### src/rtl/core/r34_pkg.sv
package r34_pkg;

    localparam int unsigned RADIX       = 34;
    localparam int unsigned STORE_DEPTH = 7;
    localparam int unsigned VALUE_W     = 32;
    localparam int unsigned DIGIT_W     = 6;
    localparam int unsigned CHAR_W      = 7;
    localparam int unsigned LEN_W       = 3;

    localparam logic [VALUE_W-1:0] RECIP     = 32'hF0F0_F0F1;
    localparam int unsigned        RECIP_SH  = 37;
    localparam int unsigned        QUOT_W    = 2 * VALUE_W - RECIP_SH;

    localparam logic [CHAR_W-1:0] CHAR_ZERO = 7'd48;
    localparam logic [CHAR_W-1:0] CHAR_A    = 7'd65;

    typedef enum logic [1:0] {
        S_IDLE,
        S_MUL,
        S_DIG,
        S_EMIT
    } state_t;

    typedef struct packed {
        logic                load;
        logic [VALUE_W-1:0]  dividend;
    } div_req_t;

    typedef struct packed {
        logic [VALUE_W-1:0]  quot;
        logic [DIGIT_W-1:0]  rem;
    } div_rsp_t;

    function automatic logic [CHAR_W-1:0] glyph_of(input logic [DIGIT_W-1:0] d);
        logic [CHAR_W-1:0] j;
        logic [CHAR_W-1:0] c;
        j = CHAR_W'(d) - CHAR_W'(10);
        c = CHAR_A + j;
        if (j >= CHAR_W'(8))
            c = c + CHAR_W'(1);
        if (j >= CHAR_W'(13))
            c = c + CHAR_W'(1);
        if (d < DIGIT_W'(10))
            c = CHAR_ZERO + CHAR_W'(d);
        if (d >= DIGIT_W'(RADIX))
            c = CHAR_ZERO;
        return c;
    endfunction

endpackage

### src/rtl/core/r34_div_unit.sv
module r34_div_unit
(
    input  logic               clk,
    input  r34_pkg::div_req_t  req,
    output r34_pkg::div_rsp_t  rsp
);

    logic [r34_pkg::QUOT_W-1:0]    quot_reg;
    logic [r34_pkg::QUOT_W-1:0]    quot_next;
    logic [r34_pkg::VALUE_W-1:0]   dvd_reg;
    logic [2*r34_pkg::VALUE_W-1:0] prod;
    logic [r34_pkg::VALUE_W-1:0]   quot_full;
    logic [r34_pkg::VALUE_W-1:0]   back;
    logic [r34_pkg::VALUE_W-1:0]   rem_full;

    // multiply by reciprocal of the radix, exact for every 32-bit dividend
    assign prod      = (2*r34_pkg::VALUE_W)'(req.dividend)
                     * (2*r34_pkg::VALUE_W)'(r34_pkg::RECIP);
    assign quot_next = prod[2*r34_pkg::VALUE_W-1:r34_pkg::RECIP_SH];

    always_ff @(posedge clk)
    begin
        if (req.load)
        begin
            quot_reg <= quot_next;
            dvd_reg  <= req.dividend;
        end
    end

    assign quot_full = r34_pkg::VALUE_W'(quot_reg);
    assign back      = (quot_full << 5) + (quot_full << 1);
    assign rem_full  = dvd_reg - back;

    assign rsp.quot = quot_full;
    assign rsp.rem  = rem_full[r34_pkg::DIGIT_W-1:0];

endmodule

### src/rtl/core/radix34_digit_encoder.sv
// Radix-34 encoder: takes a 32-bit value and a minimum length (saturated to the
// digit limit), and sends its digits as ASCII characters from 0-9 and A-Z
// without I and O, most significant first, one character per output beat,
// with last_char set on the final one. A value with D radix-34 digits padded to
// N characters (N >= D) passes through the divide-by-34 unit once per digit (one
// reciprocal multiply, then the remainder), then its N characters are loaded
// one by one into the output register, each waiting while the output stalls.
// The input stays stalled from acceptance until the last character is loaded
// into the output register; the next value is accepted while that character
// still waits to be taken.
module radix34_digit_encoder
#(
    parameter int unsigned MAX_DIGITS = 7
)
(
    input  logic        clk,
    input  logic        rst_n,
    input  logic        in_valid,
    output logic        in_stall,
    input  logic [31:0] number,
    input  logic [2:0]  min_length,
    output logic        out_valid,
    input  logic        out_stall,
    output logic [6:0]  digit_char,
    output logic        last_char
);

    localparam int unsigned LIM   = (MAX_DIGITS > r34_pkg::STORE_DEPTH) ? r34_pkg::STORE_DEPTH :
                                    (MAX_DIGITS < 1) ? 1 : MAX_DIGITS;
    localparam int unsigned CNT_W = $clog2(LIM + 1);
    localparam int unsigned IDX_W = (LIM > 1) ? $clog2(LIM) : 1;

    r34_pkg::state_t state_reg;
    r34_pkg::state_t state_next;

    logic [r34_pkg::VALUE_W-1:0] val_reg;
    logic [CNT_W-1:0]            want_reg;
    logic [CNT_W-1:0]            ndiv_reg;
    logic [CNT_W-1:0]            total_reg;
    logic [CNT_W-1:0]            emit_reg;
    logic [r34_pkg::DIGIT_W-1:0] store_reg [LIM];
    logic                        out_valid_reg;
    logic [r34_pkg::CHAR_W-1:0]  out_char_reg;
    logic                        out_last_reg;

    r34_pkg::div_req_t div_req;
    r34_pkg::div_rsp_t div_rsp;

    logic                        accept;
    logic                        slot_free;
    logic                        load_out;
    logic [CNT_W-1:0]            ndiv_inc;
    logic                        more_digits;
    logic [CNT_W-1:0]            want_sat;
    logic [r34_pkg::CHAR_W-1:0]  emit_char;

    r34_div_unit u_div
    (
        .clk (clk),
        .req (div_req),
        .rsp (div_rsp)
    );

    assign accept      = in_valid && !in_stall;
    assign slot_free   = !out_valid_reg || !out_stall;
    assign ndiv_inc    = ndiv_reg + CNT_W'(1);
    assign more_digits = (div_rsp.quot != '0) && (ndiv_inc < CNT_W'(LIM));
    assign want_sat    = ({1'b0, min_length} > 4'(LIM)) ? CNT_W'(LIM) : CNT_W'(min_length);
    assign emit_char   = (emit_reg >= ndiv_reg) ? r34_pkg::CHAR_ZERO
                       : r34_pkg::glyph_of(store_reg[emit_reg[IDX_W-1:0]]);

    assign div_req.dividend = val_reg;

    always_comb
    begin
        state_next = state_reg;
        unique case (state_reg)
            r34_pkg::S_IDLE:
            begin
                if (in_valid)
                    state_next = r34_pkg::S_MUL;
            end
            r34_pkg::S_MUL:
            begin
                state_next = r34_pkg::S_DIG;
            end
            r34_pkg::S_DIG:
            begin
                state_next = more_digits ? r34_pkg::S_MUL : r34_pkg::S_EMIT;
            end
            r34_pkg::S_EMIT:
            begin
                if (slot_free && (emit_reg == '0))
                    state_next = r34_pkg::S_IDLE;
            end
            default:
            begin
                state_next = r34_pkg::S_IDLE;
            end
        endcase
    end

    always_comb
    begin
        in_stall     = 1'b1;
        div_req.load = 1'b0;
        load_out     = 1'b0;
        unique case (state_reg)
            r34_pkg::S_IDLE: in_stall     = 1'b0;
            r34_pkg::S_MUL:  div_req.load = 1'b1;
            r34_pkg::S_DIG:  load_out     = 1'b0;
            r34_pkg::S_EMIT: load_out     = slot_free;
            default:         in_stall     = 1'b1;
        endcase
    end

    always_ff @(posedge clk or negedge rst_n)
    begin
        if (!rst_n)
        begin
            state_reg     <= r34_pkg::S_IDLE;
            out_valid_reg <= 1'b0;
            ndiv_reg      <= '0;
            total_reg     <= '0;
            emit_reg      <= '0;
            want_reg      <= '0;
        end
        else
        begin
            state_reg <= state_next;
            if (accept)
            begin
                want_reg <= want_sat;
                ndiv_reg <= '0;
            end
            if (state_reg == r34_pkg::S_DIG)
            begin
                ndiv_reg <= ndiv_inc;
                if (!more_digits)
                begin
                    total_reg <= (want_reg > ndiv_inc) ? want_reg : ndiv_inc;
                    emit_reg  <= ((want_reg > ndiv_inc) ? want_reg : ndiv_inc) - CNT_W'(1);
                end
            end
            if (load_out)
            begin
                out_valid_reg <= 1'b1;
                emit_reg      <= emit_reg - CNT_W'(1);
            end
            else if (!out_stall)
            begin
                out_valid_reg <= 1'b0;
            end
        end
    end

    always_ff @(posedge clk)
    begin
        if (accept)
            val_reg <= number;
        if (state_reg == r34_pkg::S_DIG)
        begin
            val_reg                         <= div_rsp.quot;
            store_reg[ndiv_reg[IDX_W-1:0]]  <= div_rsp.rem;
        end
        if (load_out)
        begin
            out_char_reg <= emit_char;
            out_last_reg <= (emit_reg == '0);
        end
    end

    assign out_valid  = out_valid_reg;
    assign digit_char = out_char_reg;
    assign last_char  = out_last_reg;

    a_accept_starts_div: assert property (@(posedge clk) disable iff (!rst_n)
        accept |=> state_reg == r34_pkg::S_MUL)
        else $error("accepted value did not start the divide");

    a_char_range: assert property (@(posedge clk) disable iff (!rst_n)
        out_valid |-> (digit_char >= 7'd48) && (digit_char <= 7'd90))
        else $error("character outside the alphabet");

    a_emit_has_digit: assert property (@(posedge clk) disable iff (!rst_n)
        state_reg == r34_pkg::S_EMIT |-> (ndiv_reg != '0) && (total_reg >= ndiv_reg))
        else $error("emitting without a divided digit");

    a_last_ends_string: assert property (@(posedge clk) disable iff (!rst_n)
        load_out && (emit_reg == '0) |=> (state_reg == r34_pkg::S_IDLE) && last_char)
        else $error("last character did not end the string");

    a_no_mid_string_accept: assert property (@(posedge clk) disable iff (!rst_n)
        (state_reg == r34_pkg::S_EMIT) |-> in_stall)
        else $error("input taken while emitting");

endmodule
### config.mk
export PLATFORM = sky130hd
export DESIGN_NAME = radix34_digit_encoder
export DESIGN_NICKNAME = d
export VERILOG_FILES = /design/src/rtl/core/r34_pkg.sv /design/src/rtl/core/r34_div_unit.sv /design/src/rtl/core/radix34_digit_encoder.sv
export SDC_FILE = /design/constraint.sdc
export NUM_CORES = 1
export LEC_CHECK = 0
export BUFFER_PORTS_ARGS = -buffer_cell sky130_fd_sc_hd__buf_2
export CAP_MARGIN = 25
export CORE_ASPECT_RATIO = 0.6
export CORE_MARGIN = 10
export CORE_UTILIZATION = 28
export CTS_CLUSTER_SIZE = 30
export DETAILED_ROUTE_END_ITERATION = 12
export SYNTH_ARGS = -nofsm -noshare
export SYNTH_HDL_FRONTEND = slang
export SYNTH_SLANG_ARGS = --single-unit
export TNS_END_PERCENT = 10
### constraint.sdc
create_clock -name clk -period 13.5 [get_ports clk]
set_input_delay 2.7 -clock clk [delete_from_list [all_inputs] [get_ports clk]]
set_output_delay 2.7 -clock clk [all_outputs]
set_load 0.01 [all_outputs]
==> results.cfg, run 1 <==
[synth]
yosysSeqAreaShare_pct = 17.3
syn_inst = 2038
syn_area_per_cell_um2 = 10.5
yosys_warnings = 0
synth_flop_cell = edfxtp_1
ys_async_sr_fraction_pct = 9.45
synth_cell_types = 79
syn-num-nets = 2818
ys_ff_latch = 127
syn-cell-area_mm2 = 0.0214
synth_enable_flop_cells = 110

[placement]
place_worst_setup_slack_ps = 4760
port_buffers = 48
dpl_cell_area_mm2 = 0.0229
gp_congestion = 0.987
dpl.hpwl_um = 54800

[clocking]
htreeDepth = 4
clock-sinks = 127
clk_path_buf_depth = 2
cts_root_buffer = clkbuf_16
post_cts_resized = 0
cts_tree = built
cts_hold_buf = 0
clkLatencyLatePin_ps = 440
postCtsSetupBuffers = 0
clk_pin_slew_ps = 70
numCtsBuffers = 17

[critical_path]
path_buf_inv = 6
crit_fanout = 8
startpoint = val_reg[15]
reg2reg_to = u_div.quot_reg[24]
cp.depth = 25
r2r_start = val_reg[15]
crit_family = adder cells
cpPeakStageDelay_ps = 810
worst-r2r-setup-slack_ps = 4670
crit_type = flip-flop to flip-flop
end_kind = flip-flop
crit_top_cell = fa_1
reg2reg_depth = 25
cp_data_required_time_ps = 13700
cpMaxStageDelayCell = edfxtp_1
arrival_ps = 9030
crit_path_start_kind = flip-flop

[sta]
drv_slew = 0
worstMarginPinSlew_ps = 1080
fin_crit_sh_pct = 65.4
slew_headroom_pct = 27.6
finalSetupTns_ps = 0
fin_worst_skew_ps = 13.8
rsz0062_at_grt = no
max_freq_mhz = 113
setup_viol = 0
finalHoldViolCount = 0
setup_ws_ps = 4670
fin_crit_ps = 8830

[floorplan]
io_pins = 49
dieWidth_um = 377
initial_core_util_pct = 28.3
core_mm2 = 0.0756
rows = 78
die-area_mm2 = 0.0883
fp.dieH_um = 234

[drt]
wirelength_um = 61500
firstDrtPassIters = 5
drtIter0Drc = 1397
wl_per_cell_um = 19.8
vias_per_cell = 4.63
vias = 14400
ant_nets = 0
drc_errors = 0

[layout]
fin_area_mm2 = 0.0235
layout.nets = 2876
final_core_util_pct = 31.1
nFillCells = 7726
largest_register_ffs = 42
areaGrowthSynthToFinish_pct = 9.82
drive_gt1_share_pct = 5.78
register_area_mm2 = 0.00370
multi_input_area_mm2 = 0.0155
diodes = 0

[global_route]
grt_remaining_overflow = 0
track_usage_pct = 14.2
grt_max_degree = 34
grt_pass1_vias = 14300
grt_pass1_wl_um = 92800
grt_antenna_before_repair = 2

[job]
cap_violations = 0

[hold_path]
hold_end = want_reg[1]
hold_path.class = flip-flop to flip-flop
hold_path_depth = 1
holdCritStartpoint = want_reg[1]

[status]
status = finished clean
-- placed cells by master, fill, tap and decap left out, types with 7 or more instances in the layout --
cell type and instances:
inv_1 550, ha_1 383, fa_1 358, nand2_1 153, edfxtp_1 110, a21oi_1 64, buf_2 50, nor2_1 48
o21ai_0 38, xnor2_1 38, a21o_1 22, mux2i_1 18, xor2_1 18, nor2b_1 17, clkbuf_16 17, nand4_1 16
nand3_1 16, nor3_1 14, a31oi_1 12, dfrtp_1 12, nor4_1 11, buf_4 8, nand2b_1 7
-- per-layer routing --
layer  routed length [um]  share of wire [%]  global-route usage, %
met1                32300                 53                   22.9
met2                20100                 33                   15.7
met3                 8920                 14                   7.75
met4                  189               0.31                   1.07
met5                   22              0.036                      0
-- synthesized netlist by cell type (16+ instances only) --
| cell | instances | share of area [%] |
|---|---|---|
| inv_1 | 550 | 9.6 |
| ha_1 | 383 | 22 |
| fa_1 | 358 | 33 |
| nand2_1 | 153 | 2.7 |
| edfxtp_1 | 110 | 15 |
| a21oi_1 | 64 | 1.5 |
| nor2_1 | 48 | 0.84 |
| o21ai_0 | 38 | 0.89 |
| xnor2_1 | 38 | 1.6 |
| a21o_1 | 22 | 0.77 |
| nor2b_1 | 19 | 0.56 |
| mux2i_1 | 18 | 0.84 |
| xor2_1 | 18 | 0.74 |
| nand3_1 | 16 | 0.37 |
| nand4_1 | 16 | 0.47 |
-- area by class of cell --
type / instances / area share [%]
clock buffers: 17 / 1.81
clock inverters: 15 / 0.841
inverters: 554 / 8.85
multi-input cells: 1337 / 66.0
flip-flops and latches: 127 / 15.8
well taps: 1000 / 5.32
repair buffers: 59 / 1.44
-- worst max-delay path by stage --
stage                              end
CTS                 u_div.quot_reg[24]
detailed placement  u_div.quot_reg[24]
global route        u_div.quot_reg[26]
finish              u_div.quot_reg[24]
global placement    u_div.quot_reg[24]
floorplan           u_div.quot_reg[24]
-- metrics by stage --
step / hold slack [ps] / std cells
final: 556 / 3109
after CTS: 556 / 3107
after detailed placement: 538 / 3075
after global placement: 532 / 3073
after global routing: 568 / 3109
after floorplan: 510 / 2038
-- cells by family (layout without fill, tap and decap cells) --
family,count (synthesis),in the layout,synth area share (%)
compound gates,205,205,6.43
mux,21,21,0.999
fa+ha+maj,742,742,55.9
buf+inv,574,645,10.3
xor+xnor,57,57,2.37
simple gates,312,312,6.73
flops,127,127,17.3
Power of run 1 is not shown: default switching activity piles up to over one toggle a cycle in this logic, so the estimate is an artifact.
==> inputs of run 2 (changes only) <==
Settings changed: ABC_AREA set to 1.
Clock period 13.5 ns to 8.3 ns, I/O delays scaled along.
==> run 2 against run 1 <==
Net effect: via count grew 13%; maximum frequency grew 17%; final cell count up 14%; hold slack lost 21 ps; first-iteration DRC count up 18%; wire length increased by 15%; sequential cell count unchanged; critical path type unchanged; critical endpoint is now u_div.quot_reg[11]; largest cell class unchanged.
==> results.cfg, run 2 <==
[sta]
rsz0062_at_grt = no
finalSetupTns_ps = 0
fin_worst_skew_ps = 14.1
max_freq_mhz = 133
drv_slew = 0
slew_headroom_pct = 46.6
worstMarginPinSlew_ps = 792
whs_ps = 534
finalHoldViolCount = 0
fin_crit_sh_pct = 90.8
setup_viol = 0
fin_crit_ps = 7540
setup_ws_ps = 764

[synth]
synthXorXnorAreaFrac_pct = 1.83
syn_inst = 2370
synth.area.mux_share_pct = 0
syn-cell-area_mm2 = 0.0225
synth_cell_types = 53
synthSimpleGateAreaFrac_pct = 10.9
synth_top_family_by_area = adder cells
yosys.area_share.adder_pct = 53.3
yosys_warnings = 0
yosysTopAreaCell = fa_1
synth_flop_cell = edfxtp_1
synth_area_leaders = fa_1, ha_1, edfxtp_1
syn-num-nets = 3150
synth_top_area_share_pct = 31.9
ys_ff_latch = 127
syn_area_per_cell_um2 = 9.47
yosysSeqAreaShare_pct = 16.5
synth_enable_flop_cells = 110
synth_compound_area_share_pct = 5.98
ys_top_cells_by_count = inv_1, ha_1, fa_1, nand2_1, nor2_1
synth.most_common_cell = inv_1
ys_async_sr_fraction_pct = 9.45

[critical_path]
crit_chain = inv_1 > fa_1 > inv_1 > ha_1 > fa_1 > inv_1 > fa_1 > inv_1 > fa_1 > fa_1 > fa_1 > inv_1 > fa_1 > inv_1 > ha_1 > a21oi_1 > o21ai_0 > a21oi_1 > o21ai_0 > nand2_1 > nand3_1 > a21oi_1 > xor2_1
cp.depth = 23
end_kind = flip-flop
cpMaxStageDelayCell = edfxtp_1
reg2reg_depth = 23
crit_path_start_kind = flip-flop
cpPeakStageDelay_ps = 700
crit_type = flip-flop to flip-flop
crit_top_cell = fa_1
crit_fanout = 8
cp_data_required_time_ps = 8490
crit_family = adder cells
arrival_ps = 7720
path_buf_inv = 6

[layout]
register_area_mm2 = 0.00370
nFillCells = 8349
drive_gt1_share_pct = 6.78
layout_common_cells = inv_1, ha_1, fa_1
layout.nets = 3231
largest_register_ffs = 42
multi_input_area_mm2 = 0.0162
diodes = 0
final_common_cell = inv_1
areaGrowthSynthToFinish_pct = 10.3

[placement]
place_worst_setup_slack_ps = 975
port_buffers = 48
gp_congestion = 0.986
dpl.hpwl_um = 63300

[hold_path]
hold_path_depth = 2
hold_path.class = flip-flop to flip-flop

[clocking]
cts_root_buffer = clkbuf_16
clk_path_buf_depth = 2
htreeDepth = 4
clock-sinks = 127
clkLatencyLatePin_ps = 460
cts_hold_buf = 0
numCtsBuffers = 17
postCtsSetupBuffers = 0
clk_pin_slew_ps = 70
post_cts_resized = 0
cts_tree = built

[floorplan]
io_pins = 49
rows = 80
core_mm2 = 0.0795
fp.dieH_um = 239
die-area_mm2 = 0.0923
initial_core_util_pct = 28.2
dieWidth_um = 386

[drt]
drc_errors = 0
wirelength_um = 70900
wl_per_cell_um = 20.1
firstDrtPassIters = 5
ant_nets = 0
vias = 16200
vias_per_cell = 4.60
drtIter0Drc = 1648

[global_route]
grt_remaining_overflow = 0
grt_antenna_before_repair = 5
grt_pass1_vias = 16300
track_usage_pct = 15.6
grt_max_degree = 51
grt_pass1_wl_um = 107000

[job]
cap_violations = 0

[status]
status = finished clean
[run 2: cell count changes after synthesis, moves of 9 or more]
| cell | change |
|---|---|
| mux2i_1 | -18 |
| xnor2_1 | -17 |
| nand3_1 | +35 |
| nand3_2 | +9 |
| o21ai_0 | +39 |
| a21o_1 | -11 |
| nand2_1 | +136 |
| nor2_1 | +71 |
| nor2b_1 | -19 |
| a21oi_1 | +21 |
| a31oi_1 | +9 |
| inv_1 | +106 |
| nand2_2 | +15 |
[run 2: through the flow]
step / cell area [um^2] / utilization [%] / cells
after global placement: 24100 / 30.4 / 3496
final: 24800 / 31.2 / 3529
after CTS: 24700 / 31.1 / 3527
after floorplan: 22500 / - / 2370
after global routing: 24800 / 31.2 / 3529
after detailed placement: 24100 / 30.4 / 3496
[run 2: metal layers]
metal / up-vias / share of wire, % / track usage [%]
met4: 10 / 0.62 / 1.59
met1: 7897 / 51 / 25.1
li1: 7538 / - / -
met5: - / 0.095 / 0
met3: 40 / 16 / 7.88
met2: 758 / 33 / 17.7
[run 2: final timing paths]
check | slack (ps) | end | start
worst max-delay path | 760 | u_div.quot_reg[11] | val_reg[17]
worst min-delay path | 530 | out_valid | out_valid
worst max register to register | 760 | u_div.quot_reg[11] | val_reg[17]
worst min register to register | 530 | out_valid | out_valid
max in group asynchronous | 6950 | ndiv_reg[0] | rst_n
min in group asynchronous | 1100 | out_valid | rst_n
[run 2: final cells by class]
| cell class | instances | share of cell area [%] |
|---|---|---|
| flip-flops and latches | 127 | 15.0 |
| well taps | 1066 | 5.38 |
| multi-input cells | 1565 | 65.3 |
| repair buffers | 75 | 1.83 |
| clock buffers | 17 | 1.72 |
| inverters | 665 | 10.1 |
| clock inverters | 14 | 0.737 |
[run 2: cells by family (layout without fill, tap and decap cells)]
logic type,count (synthesis),in the layout
xor+xnor,47,47
buf+inv,678,771
fa+ha+maj,741,741
simple gates,543,543
compound gates,234,234
flops,127,127
[run 2: tightest hold or removal path, stage by stage (launching register included)]
cell	delay (ps)
dfrtp_1	340
nand2_1	90
nand2_1	70
Power of run 2 is left out for the same reason.
